$ cat src/hw/rtl/dpd_pkg.sv
package dpd_pkg;

    // Framing characters
    localparam logic [7:0] START_CHAR = 8'h24;  // '$'
    localparam logic [7:0] END_CHAR   = 8'h23;  // '#'

    // Width of the reported length field
    localparam int unsigned LEN_W = 9;
    localparam logic [LEN_W-1:0] LEN_MAX = '1;

    typedef enum logic [1:0] {
        PH_IDLE,
        PH_PAYLOAD,
        PH_DIGIT1,
        PH_DIGIT2
    } phase_t;

    typedef struct packed {
        logic       valid;
        logic [3:0] value;
    } hex_t;

    // Decode one ASCII hex digit; either case accepted, value 0 when not hex
    function automatic hex_t hex_decode(logic [7:0] c);
        hex_t h;
        h.valid = 1'b0;
        h.value = 4'd0;
        if (c >= 8'h30 && c <= 8'h39)
        begin
            h.valid = 1'b1;
            h.value = 4'(c - 8'h30);
        end
        else if (c >= 8'h61 && c <= 8'h66)
        begin
            h.valid = 1'b1;
            h.value = 4'(c - 8'h57);
        end
        else if (c >= 8'h41 && c <= 8'h46)
        begin
            h.valid = 1'b1;
            h.value = 4'(c - 8'h37);
        end
        return h;
    endfunction

endpackage

$ cat src/hw/rtl/dpd_if.sv
// Received byte channel
interface dpd_rx_if;
    logic       valid;
    logic       ready;
    logic [7:0] rx_byte;

    modport source (output valid, output rx_byte, input ready);
    modport sink   (input valid, input rx_byte, output ready);
endinterface

// Deframed result channel
interface dpd_res_if;
    logic                       valid;
    logic                       ready;
    logic                       kind;
    logic [7:0]                 payload_byte;
    logic [dpd_pkg::LEN_W-1:0]  payload_length;
    logic [7:0]                 computed_sum;
    logic [7:0]                 received_sum;
    logic                       sum_matches;
    logic                       overflowed;

    modport source (output valid, output kind, output payload_byte,
                    output payload_length, output computed_sum,
                    output received_sum, output sum_matches,
                    output overflowed, input ready);
    modport sink   (input valid, input kind, input payload_byte,
                    input payload_length, input computed_sum,
                    input received_sum, input sum_matches,
                    input overflowed, output ready);
endinterface

$ cat src/hw/rtl/debug_packet_deframer.sv
// Deframes $payload#HH packets from a byte stream. Bytes outside a packet,
// the break byte included, are dropped. Each payload byte comes out as one
// transaction with kind 0; the second checksum digit closes the packet with
// one kind 1 record carrying length (saturated at 511), computed and
// received sums, match flag and overflow flag. Payload beyond
// BUFFER_BYTES-1 bytes is summed but neither counted nor forwarded. The
// block takes one byte per clock: the frame state and the 8-bit running sum
// update in the cycle of acceptance and a result lands in a single output
// register. Input is held off only while that register holds a result the
// sink has not taken; when the sink takes it in the same cycle the next byte
// is accepted without a gap.
module debug_packet_deframer #(
    parameter int unsigned BUFFER_BYTES = 512
) (
    input  logic            clk,
    input  logic            rst_n,
    dpd_rx_if.sink          rx,
    dpd_res_if.source       res
);

    localparam int unsigned CNT_W = $clog2(BUFFER_BYTES);
    localparam int unsigned EXT_W = (CNT_W > dpd_pkg::LEN_W) ? CNT_W : dpd_pkg::LEN_W;
    localparam logic [CNT_W-1:0] LIMIT = CNT_W'(BUFFER_BYTES - 1);

    // Frame state
    dpd_pkg::phase_t            phase_reg, phase_next;
    logic [7:0]                 sum_reg, sum_next;
    logic [3:0]                 digit_reg, digit_next;
    logic                       digit_ok_reg, digit_ok_next;
    logic [CNT_W-1:0]           count_reg, count_next;
    logic                       ovf_reg, ovf_next;

    // Output register
    logic                       out_valid_reg, out_valid_next;
    logic                       kind_reg, kind_next;
    logic [7:0]                 pbyte_reg, pbyte_next;
    logic [dpd_pkg::LEN_W-1:0]  len_reg, len_next;
    logic [7:0]                 csum_reg, csum_next;
    logic [7:0]                 rsum_reg, rsum_next;
    logic                       match_reg, match_next;
    logic                       ovfo_reg, ovfo_next;

    logic                       accept;
    dpd_pkg::hex_t              hex;
    logic [7:0]                 rsum;
    logic [EXT_W-1:0]           count_ext;
    logic [dpd_pkg::LEN_W-1:0]  len_sat;

    assign rx.ready = !out_valid_reg || res.ready;
    assign accept   = rx.valid && rx.ready;

    assign hex       = dpd_pkg::hex_decode(rx.rx_byte);
    assign rsum      = {digit_reg, hex.value};
    assign count_ext = EXT_W'(count_reg);
    assign len_sat   = (count_ext > EXT_W'(dpd_pkg::LEN_MAX)) ? dpd_pkg::LEN_MAX
                                                              : count_ext[dpd_pkg::LEN_W-1:0];

    // State registers
    always_ff @(posedge clk or negedge rst_n)
    begin
        if (!rst_n)
        begin
            phase_reg     <= dpd_pkg::PH_IDLE;
            sum_reg       <= '0;
            digit_reg     <= '0;
            digit_ok_reg  <= 1'b0;
            count_reg     <= '0;
            ovf_reg       <= 1'b0;
            out_valid_reg <= 1'b0;
        end
        else
        begin
            phase_reg     <= phase_next;
            sum_reg       <= sum_next;
            digit_reg     <= digit_next;
            digit_ok_reg  <= digit_ok_next;
            count_reg     <= count_next;
            ovf_reg       <= ovf_next;
            out_valid_reg <= out_valid_next;
        end
    end

    // Result payload, no reset needed
    always_ff @(posedge clk)
    begin
        kind_reg  <= kind_next;
        pbyte_reg <= pbyte_next;
        len_reg   <= len_next;
        csum_reg  <= csum_next;
        rsum_reg  <= rsum_next;
        match_reg <= match_next;
        ovfo_reg  <= ovfo_next;
    end

    // Next state and result
    always_comb
    begin
        phase_next     = phase_reg;
        sum_next       = sum_reg;
        digit_next     = digit_reg;
        digit_ok_next  = digit_ok_reg;
        count_next     = count_reg;
        ovf_next       = ovf_reg;
        out_valid_next = out_valid_reg && !res.ready;
        kind_next      = kind_reg;
        pbyte_next     = pbyte_reg;
        len_next       = len_reg;
        csum_next      = csum_reg;
        rsum_next      = rsum_reg;
        match_next     = match_reg;
        ovfo_next      = ovfo_reg;

        if (accept)
        begin
            case (phase_reg)
                dpd_pkg::PH_IDLE:
                begin
                    if (rx.rx_byte == dpd_pkg::START_CHAR)
                    begin
                        phase_next    = dpd_pkg::PH_PAYLOAD;
                        sum_next      = '0;
                        count_next    = '0;
                        ovf_next      = 1'b0;
                        digit_next    = '0;
                        digit_ok_next = 1'b0;
                    end
                end
                dpd_pkg::PH_PAYLOAD:
                begin
                    if (rx.rx_byte == dpd_pkg::END_CHAR)
                    begin
                        phase_next = dpd_pkg::PH_DIGIT1;
                    end
                    else
                    begin
                        sum_next = sum_reg + rx.rx_byte;
                        if (count_reg >= LIMIT)
                        begin
                            ovf_next = 1'b1;
                        end
                        else
                        begin
                            count_next     = count_reg + 1'b1;
                            out_valid_next = 1'b1;
                            kind_next      = 1'b0;
                            pbyte_next     = rx.rx_byte;
                            len_next       = '0;
                            csum_next      = '0;
                            rsum_next      = '0;
                            match_next     = 1'b0;
                            ovfo_next      = 1'b0;
                        end
                    end
                end
                dpd_pkg::PH_DIGIT1:
                begin
                    digit_ok_next = hex.valid;
                    digit_next    = hex.value;
                    phase_next    = dpd_pkg::PH_DIGIT2;
                end
                dpd_pkg::PH_DIGIT2:
                begin
                    out_valid_next = 1'b1;
                    kind_next      = 1'b1;
                    pbyte_next     = '0;
                    len_next       = len_sat;
                    csum_next      = sum_reg;
                    rsum_next      = rsum;
                    match_next     = hex.valid && digit_ok_reg && (rsum == sum_reg);
                    ovfo_next      = ovf_reg;
                    phase_next     = dpd_pkg::PH_IDLE;
                end
                default:
                begin
                    phase_next = dpd_pkg::PH_IDLE;
                end
            endcase
        end
    end

    assign res.valid          = out_valid_reg;
    assign res.kind           = kind_reg;
    assign res.payload_byte   = pbyte_reg;
    assign res.payload_length = len_reg;
    assign res.computed_sum   = csum_reg;
    assign res.received_sum   = rsum_reg;
    assign res.sum_matches    = match_reg;
    assign res.overflowed     = ovfo_reg;

`ifndef SYNTH
    // Second checksum digit always closes the packet with an end record
    assert property (@(posedge clk) disable iff (!rst_n)
        accept && phase_reg == dpd_pkg::PH_DIGIT2
        |=> phase_reg == dpd_pkg::PH_IDLE && res.valid && res.kind)
        else $error("end record missing after checksum");

    // Byte count never passes the buffer limit
    assert property (@(posedge clk) disable iff (!rst_n)
        count_reg <= LIMIT)
        else $error("byte count beyond limit");

    // Overflow only once the buffer is full
    assert property (@(posedge clk) disable iff (!rst_n)
        ovf_reg |-> count_reg == LIMIT)
        else $error("overflow flagged below limit");

    // Payload transactions carry zero end-record fields
    assert property (@(posedge clk) disable iff (!rst_n)
        res.valid && !res.kind |-> res.payload_length == '0 && res.computed_sum == '0
            && res.received_sum == '0 && !res.sum_matches && !res.overflowed)
        else $error("payload transaction with end fields set");
`endif

endmodule
$ cat src/flat_wrapper.sv
// flat-port wrapper written by rule: the top's interface ports become plain ports
module debug_packet_deframer_flat 
#(
    parameter int unsigned BUFFER_BYTES = 512
)
  (clk, rst_n, rx_valid, rx_rx_byte, rx_ready, res_valid, res_kind, res_payload_byte, res_payload_length, res_computed_sum, res_received_sum, res_sum_matches, res_overflowed, res_ready);
  dpd_rx_if rx_i ();
  dpd_res_if res_i ();
  input  logic clk;
  input  logic rst_n;
  input wire logic [$bits(rx_i.valid)-1:0] rx_valid;
  input wire logic [$bits(rx_i.rx_byte)-1:0] rx_rx_byte;
  output wire logic [$bits(rx_i.ready)-1:0] rx_ready;
  output wire logic [$bits(res_i.valid)-1:0] res_valid;
  output wire logic [$bits(res_i.kind)-1:0] res_kind;
  output wire logic [$bits(res_i.payload_byte)-1:0] res_payload_byte;
  output wire logic [$bits(res_i.payload_length)-1:0] res_payload_length;
  output wire logic [$bits(res_i.computed_sum)-1:0] res_computed_sum;
  output wire logic [$bits(res_i.received_sum)-1:0] res_received_sum;
  output wire logic [$bits(res_i.sum_matches)-1:0] res_sum_matches;
  output wire logic [$bits(res_i.overflowed)-1:0] res_overflowed;
  input wire logic [$bits(res_i.ready)-1:0] res_ready;
  assign rx_i.valid = rx_valid;
  assign rx_i.rx_byte = rx_rx_byte;
  assign rx_ready = rx_i.ready;
  assign res_valid = res_i.valid;
  assign res_kind = res_i.kind;
  assign res_payload_byte = res_i.payload_byte;
  assign res_payload_length = res_i.payload_length;
  assign res_computed_sum = res_i.computed_sum;
  assign res_received_sum = res_i.received_sum;
  assign res_sum_matches = res_i.sum_matches;
  assign res_overflowed = res_i.overflowed;
  assign res_i.ready = res_ready;
  debug_packet_deframer #(.BUFFER_BYTES(BUFFER_BYTES)) u_core (.clk(clk), .rst_n(rst_n), .rx(rx_i), .res(res_i));
endmodule
$ cat config.mk
export PLATFORM = sky130hd
export DESIGN_NAME = debug_packet_deframer_flat
export DESIGN_NICKNAME = d
export VERILOG_FILES = /design/src/hw/rtl/dpd_pkg.sv /design/src/hw/rtl/dpd_if.sv /design/src/hw/rtl/debug_packet_deframer.sv /design/src/flat_wrapper.sv
export SDC_FILE = /design/constraint.sdc
export NUM_CORES = 1
export LEC_CHECK = 0
export BUFFER_PORTS_ARGS = -buffer_cell sky130_fd_sc_hd__buf_4
export CAP_MARGIN = 20
export CELL_PAD_IN_SITES_DETAIL_PLACEMENT = 2
export CELL_PAD_IN_SITES_GLOBAL_PLACEMENT = 2
export CORE_UTILIZATION = 30
export DETAILED_ROUTE_END_ITERATION = 10
export PLACE_DENSITY = 0.73
export SLEW_MARGIN = 20
export SYNTH_ARGS = -nofsm -noshare
export SYNTH_HDL_FRONTEND = slang
export SYNTH_SLANG_ARGS = --single-unit
$ cat constraint.sdc
create_clock -name clk -period 4.2 [get_ports clk]
set_clock_uncertainty 0.15 [all_clocks]
set_input_delay 0.42 -clock clk [delete_from_list [all_inputs] [get_ports clk]]
set_output_delay 0.42 -clock clk [all_outputs]
set_load 0.02 [all_outputs]
---- Word level (Yosys, flattened, before mapping) ----
Index checks and enable logic that the tools add are counted.
word-level totals
  flip-flop bits (word level) ............. 62
  input bits .............................. 12
  output and inout port bits .............. 38
  word-level logic and storage cells ...... 98
operators by class
  add/subtract/negate cells ............... 5
  $lt $le $gt $ge ......................... 8
  equality and inequality tests ........... 11
  multiplexer cells ....................... 40
  reductions and logical operators ........ 20
operators by type and width
  cell                   number
  $pmux W8 S2            4
  $mux W9                6
  $mux W8                6
  $pmux W9 S2            2
  $eq A8 B6 Y1 const B   2
  $ge A8 B7 Y1 const B   2
  $le A8 B7 Y1 const B   2
  $mux W5                3
  $pmux W1 S2            6
  $reduce_and A5 Y1      2
  $add A9 B1 Y9 const B  1
  $ge A9 B9 Y1 const B   1
  $gt A9 B9 Y1 const B   1
  $add A8 B8 Y8          1
  $eq A8 B8 Y1           1
  $ge A8 B6 Y1 const B   1
  $le A8 B6 Y1 const B   1
  $mux W1                8
  $pmux W2 S4            1
  $pmux W4 S2            1
  $reduce_and A4 Y1      2
  $sub A4 B3 Y4 const B  2
  $logic_and A1 B1 Y1    7
  $ne A2 B1 Y1 const B   3
  11 further kinds       18

---- Logic depth before layout (Yosys ltp) ----
Gate-level depths: netlist of run 1.
  depth after elaboration ................. 8
  gate-level depth with buffers ........... 10

---- Worst setup path after synthesis of run 1 ----
No wires, ideal clock.
  path kind ............................... reg-to-reg
  start ................................... reg u_core.count_reg[0], in the netlist u_core.count_ext[0]
  end ..................................... reg u_core.csum_reg[0], in the netlist u_core.res.computed_sum[0], enable pin
  setup time .............................. 0.429 ns
  data arrival time ....................... 2.832 ns
  data required time ...................... 3.621 ns
  path slack .............................. 0.789 ns
  cell stages (with the launch flop) ...... 9
  path buffers ............................ 0
  period minus slack after synthesis ...... 3.411 ns
  cells stage by stage .................... dfrtp_1 > ha_1 > nand2_1 > nor2_1 > ha_1 > a41o_1 > nor2_1 > a21oi_1 > nor2_1
between the ends
  longest elaborated chain between the ends .. 3
ends and longest elaborated chain
  what                         RTL line                      text
  start: declaration           debug_packet_deframer.sv:30   logic [CNT_W-1:0] count_reg, count_next;
  start signal: assignment     debug_packet_deframer.sv:77   count_reg <= count_next;
  $ge A9 B9 Y1                 debug_packet_deframer.sv:137  if (count_reg >= LIMIT)
  $ne A2 B2 Y1 (no line)       -
  $reduce_and A4 Y1 (no line)  -
  end signal: assignment       debug_packet_deframer.sv:89   csum_reg <= csum_next;
  end: declaration             debug_packet_deframer.sv:38   logic [7:0] csum_reg, csum_next;
No other way between the ends.
A chain may end at the register's enable or synchronous reset.

---- Worst setup path in the final report of run 1 ----
  start ................................... reg u_core.count_reg[0], in the netlist u_core.count_ext[0]
  end ..................................... reg u_core.pbyte_reg[0], in the netlist u_core.res.payload_byte[0], enable pin
between the ends
  longest elaborated chain between the ends .. 3
ends and longest elaborated chain
  what                         RTL line                      text
  $ge A9 B9 Y1                 debug_packet_deframer.sv:137
  $ne A2 B2 Y1 (no line)       -
  $reduce_and A4 Y1 (no line)  -
  end signal: assignment       debug_packet_deframer.sv:87   pbyte_reg <= pbyte_next;
  end: declaration             debug_packet_deframer.sv:36   logic [7:0] pbyte_reg, pbyte_next;
No other way between the ends.

==> impl_metrics.toml, run 1 <==
[die]
dieWidth_um = 106
ios = 50
rows = 37
die_h_um = 106
core_area_mm2 = 0.0104
start_util_pct = 31.2
die_area_mm2 = 0.0112

[logic_synthesis]
syn_nets = 313
syn_area_mm2 = 0.00323
synthCells = 282
synthTopCellsByArea = "edfxtp_1 (33%), dfrtp_1 (20%), ha_1 (7.0%)"
yosys_warnings = 0
synth.top_cell.area_share_pct = 33.4
syn_avg_cell_area_um2 = 11.5
ys_dominant_reg_cell = "edfxtp_1"
synth_edf_count = 36
synth_seq_area_share_pct = 53.6
synth_top_cell_by_area = "edfxtp_1"
synth-seq-cells = 62
synth_common_cells = "edfxtp_1 (36), dfrtp_1 (26), and2_1 (25), nand2_1 (25), nor2_1 (20)"
synth_cell_types = 55
postSynth.asyncResetShare_pct = 41.9
synth_most_common_cell = "edfxtp_1"

[clocking]
cts-htree-levels = 3
clkSinkCount = 62
postCtsSetupRepairBufs = 0
cts.path.max_buffers = 2
root_buffer = "clkbuf_8"
cts_resized = 0
cts_hold_buf = 1
cts_inserted_buffers = 9
clk_pin_slew_worst_paths_ps = 70
cts_tree = "built"
clk_latency_ps = 350

[min_path]
hp-class = "input port to flip-flop"
hold_path_depth = 3

[detailed_routing]
dr.pass1.iters = 4
ant_nets = 0
drt-total-wl_mm = 8.87
wl_per_cell_um = 18.6
drtIter0Drc = 115
viasPerCell = 5.10
vias = 2432
drc = 0

[pwr]
pwr_density_cell_mw_per_mm2 = 641
ir_drop_uv = 241
leakagePower_nw = 1.66
finalPower_mw = 2.54

[worst_setup_path]
end_kind = "flip-flop"
start_kind = "flip-flop"
required_ps = 4020
arrival_ps = 2680
worstRegToRegCells = 8
critPathMaxFanout = 36
crit_type = "flip-flop to flip-flop"

[sta]
hold_viol_final = 0
fin_setup_tns_ps = 0
worst_slack_ps = 1330
period_minus_slack_ps = 2870
rsz0062_at_grt = "no"
max_freq_mhz = 349
relSlewSlack_pct = 29.4
fin_crit_sh_pct = 68.2
setup_viol = 0
hold_ws_ps = 249
worst_pin_slew_ps = 1060
maxSlewViolCount = 0

[global_routing]
grt_max_degree = 37
gr-usage-all-layers_pct = 17.6
antenna_found_initial = 0
grt_pass1_vias = 2698
grt_overflow = 0
grt_first_pass_wirelength_mm = 14.9

[finish]
layout.cells.non_filler = 477
nFillCells = 1115
drive_above_1_share_pct = 23.5
area_growth_syn_to_layout_pct = 22.8
nets = 367
antenna_cells = 0

[job]
maxCapViolCount = 0

[placed_design]
place_worst_setup_slack_ps = 1310
dp_cells = 460
io_buffers = 49
place_congestion = 0.809
dp_hpwl_mm = 6.46

[status]
outcome = "finished clean"
[cells in the final DEF (no fill, tap or decap), types with 3 or more instances in the layout]
cell	instances
buf_4	50
edfxtp_1	36
dfrtp_1	26
nand2_1	25
and2_1	25
nor2_1	19
ha_1	18
o21ai_0	14
a21oi_1	12
inv_1	11
nand3_1	10
xnor2_1	9
clkbuf_8	9
or3_1	5
nor2b_1	5
nor3_1	4
a22o_1	4
xor2_1	4
a31oi_1	3
o31ai_1	3
[cell families (layout without fill, tap and decap cells)]
kind of cell,after synthesis,after routing,synth area share [%]
flops,62,62,53.6
fa+ha+maj,19,19,7.59
xor+xnor,13,13,3.52
buf+inv,19,78,2.55
mux,3,3,1.12
compound gates,58,58,12.5
simple gates,108,108,19.2
[critical path: stages (launching register included)]
cell	delay, ps
dfrtp_1	420
ha_1	260
nand2_1	110
nor2_1	50
ha_1	200
a41o_1	220
nor2_1	130
a21oi_1	90
nor2_4	810
[metal layers]
| metal | GRT usage [%] | wire (um) |
|---|---|---|
| met1 | 23.2 | 4220 |
| met2 | 28.9 | 4250 |
| met3 | 1.98 | 230 |
| met4 | 7.74 | 167 |
| met5 | 0 | 0 |
[area by class of cell]
type	count	area, um2	area share, %
Sequential cell	62	1730	43.6
Clock buffer	10	128	3.22
Timing Repair Buffer	51	385	9.71
Tap cell	136	170	4.29
Multi-Input combinational cell	201	1430	35.9
Clock inverter	6	86.3	2.18
Inverter	11	41.3	1.04
[path summary, 6_finish.rpt]
kind                                                 start                                       end  slack (ps)
max                        u_core.count_ext[0]$_DFFE_PN0P_  u_core.res.payload_byte[0]$_SDFFCE_PP0P_        1330
min                                               rx_valid                u_core.res.valid$_DFF_PN0_         250
max reg2reg                u_core.count_ext[0]$_DFFE_PN0P_  u_core.res.payload_byte[0]$_SDFFCE_PP0P_        1330
min reg2reg                u_core.digit_ok_reg$_DFFE_PN0P_           u_core.digit_ok_reg$_DFFE_PN0P_         350
max in group asynchronous                            rst_n           u_core.count_ext[1]$_DFFE_PN0P_        3210
min in group asynchronous                            rst_n             u_core.sum_reg[3]$_DFFE_PN0P_         390
[where the power goes]
part           internal [mW]  leakage, nW  switching [mW]
logic                  0.368        0.868           0.607
clock network          0.333        0.106           0.250
registers              0.854        0.689           0.130
[stage by stage]
| step | util, % | cell area, um2 |
|---|---|---|
| 2_1_floorplan | - | 3230 |
| 3_3_place_gp | 36.1 | 3740 |
| 3_5_place_dp | 36.1 | 3740 |
| 4_1_cts | 38.3 | 3970 |
| 5_1_grt | 38.3 | 3970 |
| 6_report | 38.3 | 3970 |
No activity file was read; power rests on OpenSTA's default activity.
==> inputs of run 2 (changes only) <==
==> constraint.sdc (replaced) <==
create_clock -name clk -period 2.9 [get_ports clk]
set_clock_uncertainty 0.15 [all_clocks]
set_input_delay 0.29 -clock clk [delete_from_list [all_inputs] [get_ports clk]]
set_output_delay 0.29 -clock clk [all_outputs]
set_load 0.02 [all_outputs]
==> run 2 against run 1 <==
- clock-buffer cell count is 1 lower
- setup slack worse by 990 ps
- die area stayed put
- highest routed layer unchanged
==> impl_metrics.toml, run 2 (same netlist as run 1, synthesis figures left out) <==
[status]
outcome = "finished clean"

[worst_setup_path]
max_stage_delay_ps = 420
required_ps = 3020
cpMostUsedCell = "ha_1"
start_kind = "flip-flop"
critPathMaxFanout = 17
end_kind = "flip-flop"
cp_cell_sequence = "ha_1 > nand2_1 > nor2_1 > ha_1 > and2_1 > a41oi_1 > nand4b_4 > or3_1 > a21oi_1"
crit_buf_inv = 0
arrival_ps = 2680
cpLargestDelayFamily = "simple AND/OR/NAND/NOR gates"
crit_type = "flip-flop to flip-flop"
slowest_stage = "dfrtp_1"

[global_routing]
grt_overflow = 0
antenna_found_initial = 0
grt_max_degree = 31
grt_pass1_vias = 2578
gr-usage-all-layers_pct = 16.3
grt_first_pass_wirelength_mm = 13.8

[die]
core_area_mm2 = 0.0104
dieWidth_um = 106
die_area_mm2 = 0.0112
start_util_pct = 31.2
die_h_um = 106
ios = 50
rows = 37

[clocking]
postCtsSetupRepairBufs = 0
cts_hold_buf = 1
cts_tree = "built"
clkSinkCount = 62
clk_pin_slew_worst_paths_ps = 80
cts_inserted_buffers = 9
cts.path.max_buffers = 2
clk_latency_ps = 350
cts-htree-levels = 3
cts_resized = 0
root_buffer = "clkbuf_8"

[detailed_routing]
viasPerCell = 4.97
ant_nets = 0
drc = 0
dr.pass1.iters = 4
wl_per_cell_um = 17.4
vias = 2379
drt-total-wl_mm = 8.33
drtIter0Drc = 96

[finish]
final_cell_mix = "buf_4 (51), edfxtp_1 (36), dfrtp_1 (26)"
nets = 369
layout_commonest_cell = "buf_4"
antenna_cells = 0
layout.cells.non_filler = 479
drive_above_1_share_pct = 23.9
area_growth_syn_to_layout_pct = 22.8

[placed_design]
io_buffers = 49
place_congestion = 0.781
dp_hpwl_mm = 6.08
dp_cells = 462

[sta]
maxSlewViolCount = 0
fin_setup_tns_ps = 0
worst_pin_slew_ps = 701
setup_viol = 0
period_minus_slack_ps = 2560
fin_crit_sh_pct = 88.3
hold_viol_final = 0
max_freq_mhz = 391
rsz0062_at_grt = "no"
relSlewSlack_pct = 52.8

[pwr]
pwr_density_cell_mw_per_mm2 = 912
ir_drop_uv = 286
leakagePower_nw = 1.67

[min_path]
hp-class = "input port to flip-flop"

[job]
maxCapViolCount = 0
[run 2: changes by cell type in the layout (fill, tap and decap cells not counted)]
cell and delta:
clkinv_2 +1, buf_4 +1, buf_12 +1, bufinv_16 -1, clkbuf_1 -1, clkinv_1 +1
[run 2: metal layers]
layer / GRT usage, % / up-vias / share of wire (%)
met5: 0 / - / 0
met3: 3.09 / 15 / 2.7
met4: 6.55 / 0 / 1.9
met2: 26.1 / 43 / 47
met1: 21.6 / 1189 / 48
li1: - / 1132 / -
[run 2: path summary, 6_finish.rpt]
path | from | to | slack (ps) | depth (start not counted)
setup / recovery | u_core.count_ext[0]$_DFFE_PN0P_ | u_core.count_ext[7]$_DFFE_PN0P_ | 340 | 9
hold / removal | rx_valid | u_core.res.valid$_DFF_PN0_ | 80 | 3
setup reg to reg | u_core.count_ext[0]$_DFFE_PN0P_ | u_core.count_ext[7]$_DFFE_PN0P_ | 340 | 9
hold reg to reg | u_core.digit_ok_reg$_DFFE_PN0P_ | u_core.digit_ok_reg$_DFFE_PN0P_ | 340 | 2
max in group asynchronous | rst_n | u_core.count_ext[5]$_DFFE_PN0P_ | 2070 | 2
min in group asynchronous | rst_n | u_core.sum_reg[3]$_DFFE_PN0P_ | 250 | 2
[run 2: power by group]
part           total [mW]  leakage [nW]  internal (mW)  switching, mW
Combinational        1.45         0.882          0.564          0.884
Sequential           1.42         0.689           1.23          0.189
Clock               0.754        0.0964          0.390          0.363
[run 2: per-stage QoR]
stage | area (um2) | utilization [%] | setup WS [ps] | power [mW] | hold slack, ps
after global routing | 3970 | 38.3 | 153 | 3.85 | 92.0
after global placement | 3770 | 36.4 | 485 | 2.84 | 83.5
after floorplan | 3240 | - | 82.1 | 2.33 | -156
final | 3970 | 38.3 | 340 | 3.62 | 81.9
after detailed placement | 3770 | 36.4 | 345 | 2.90 | 84.9
after CTS | 3970 | 38.3 | 301 | 3.68 | 68.1
[run 2: layout make-up]
class,instances,area (um2)
Timing Repair Buffer,53,413
Multi-Input combinational cell,201,1430
Inverter,11,41.3
Fill cell,1136,6400
Clock inverter,7,65.1
Tap cell,136,170
Clock buffer,9,124
Sequential cell,62,1730
[run 2: worst reg2reg max path: stages (launching register included)]
cell and delay (ps):
dfrtp_1 420, ha_1 250, nand2_1 120, nor2_1 60, ha_1 200, and2_1 140
a41oi_1 290, nand4b_4 270, or3_1 420, a21oi_1 160
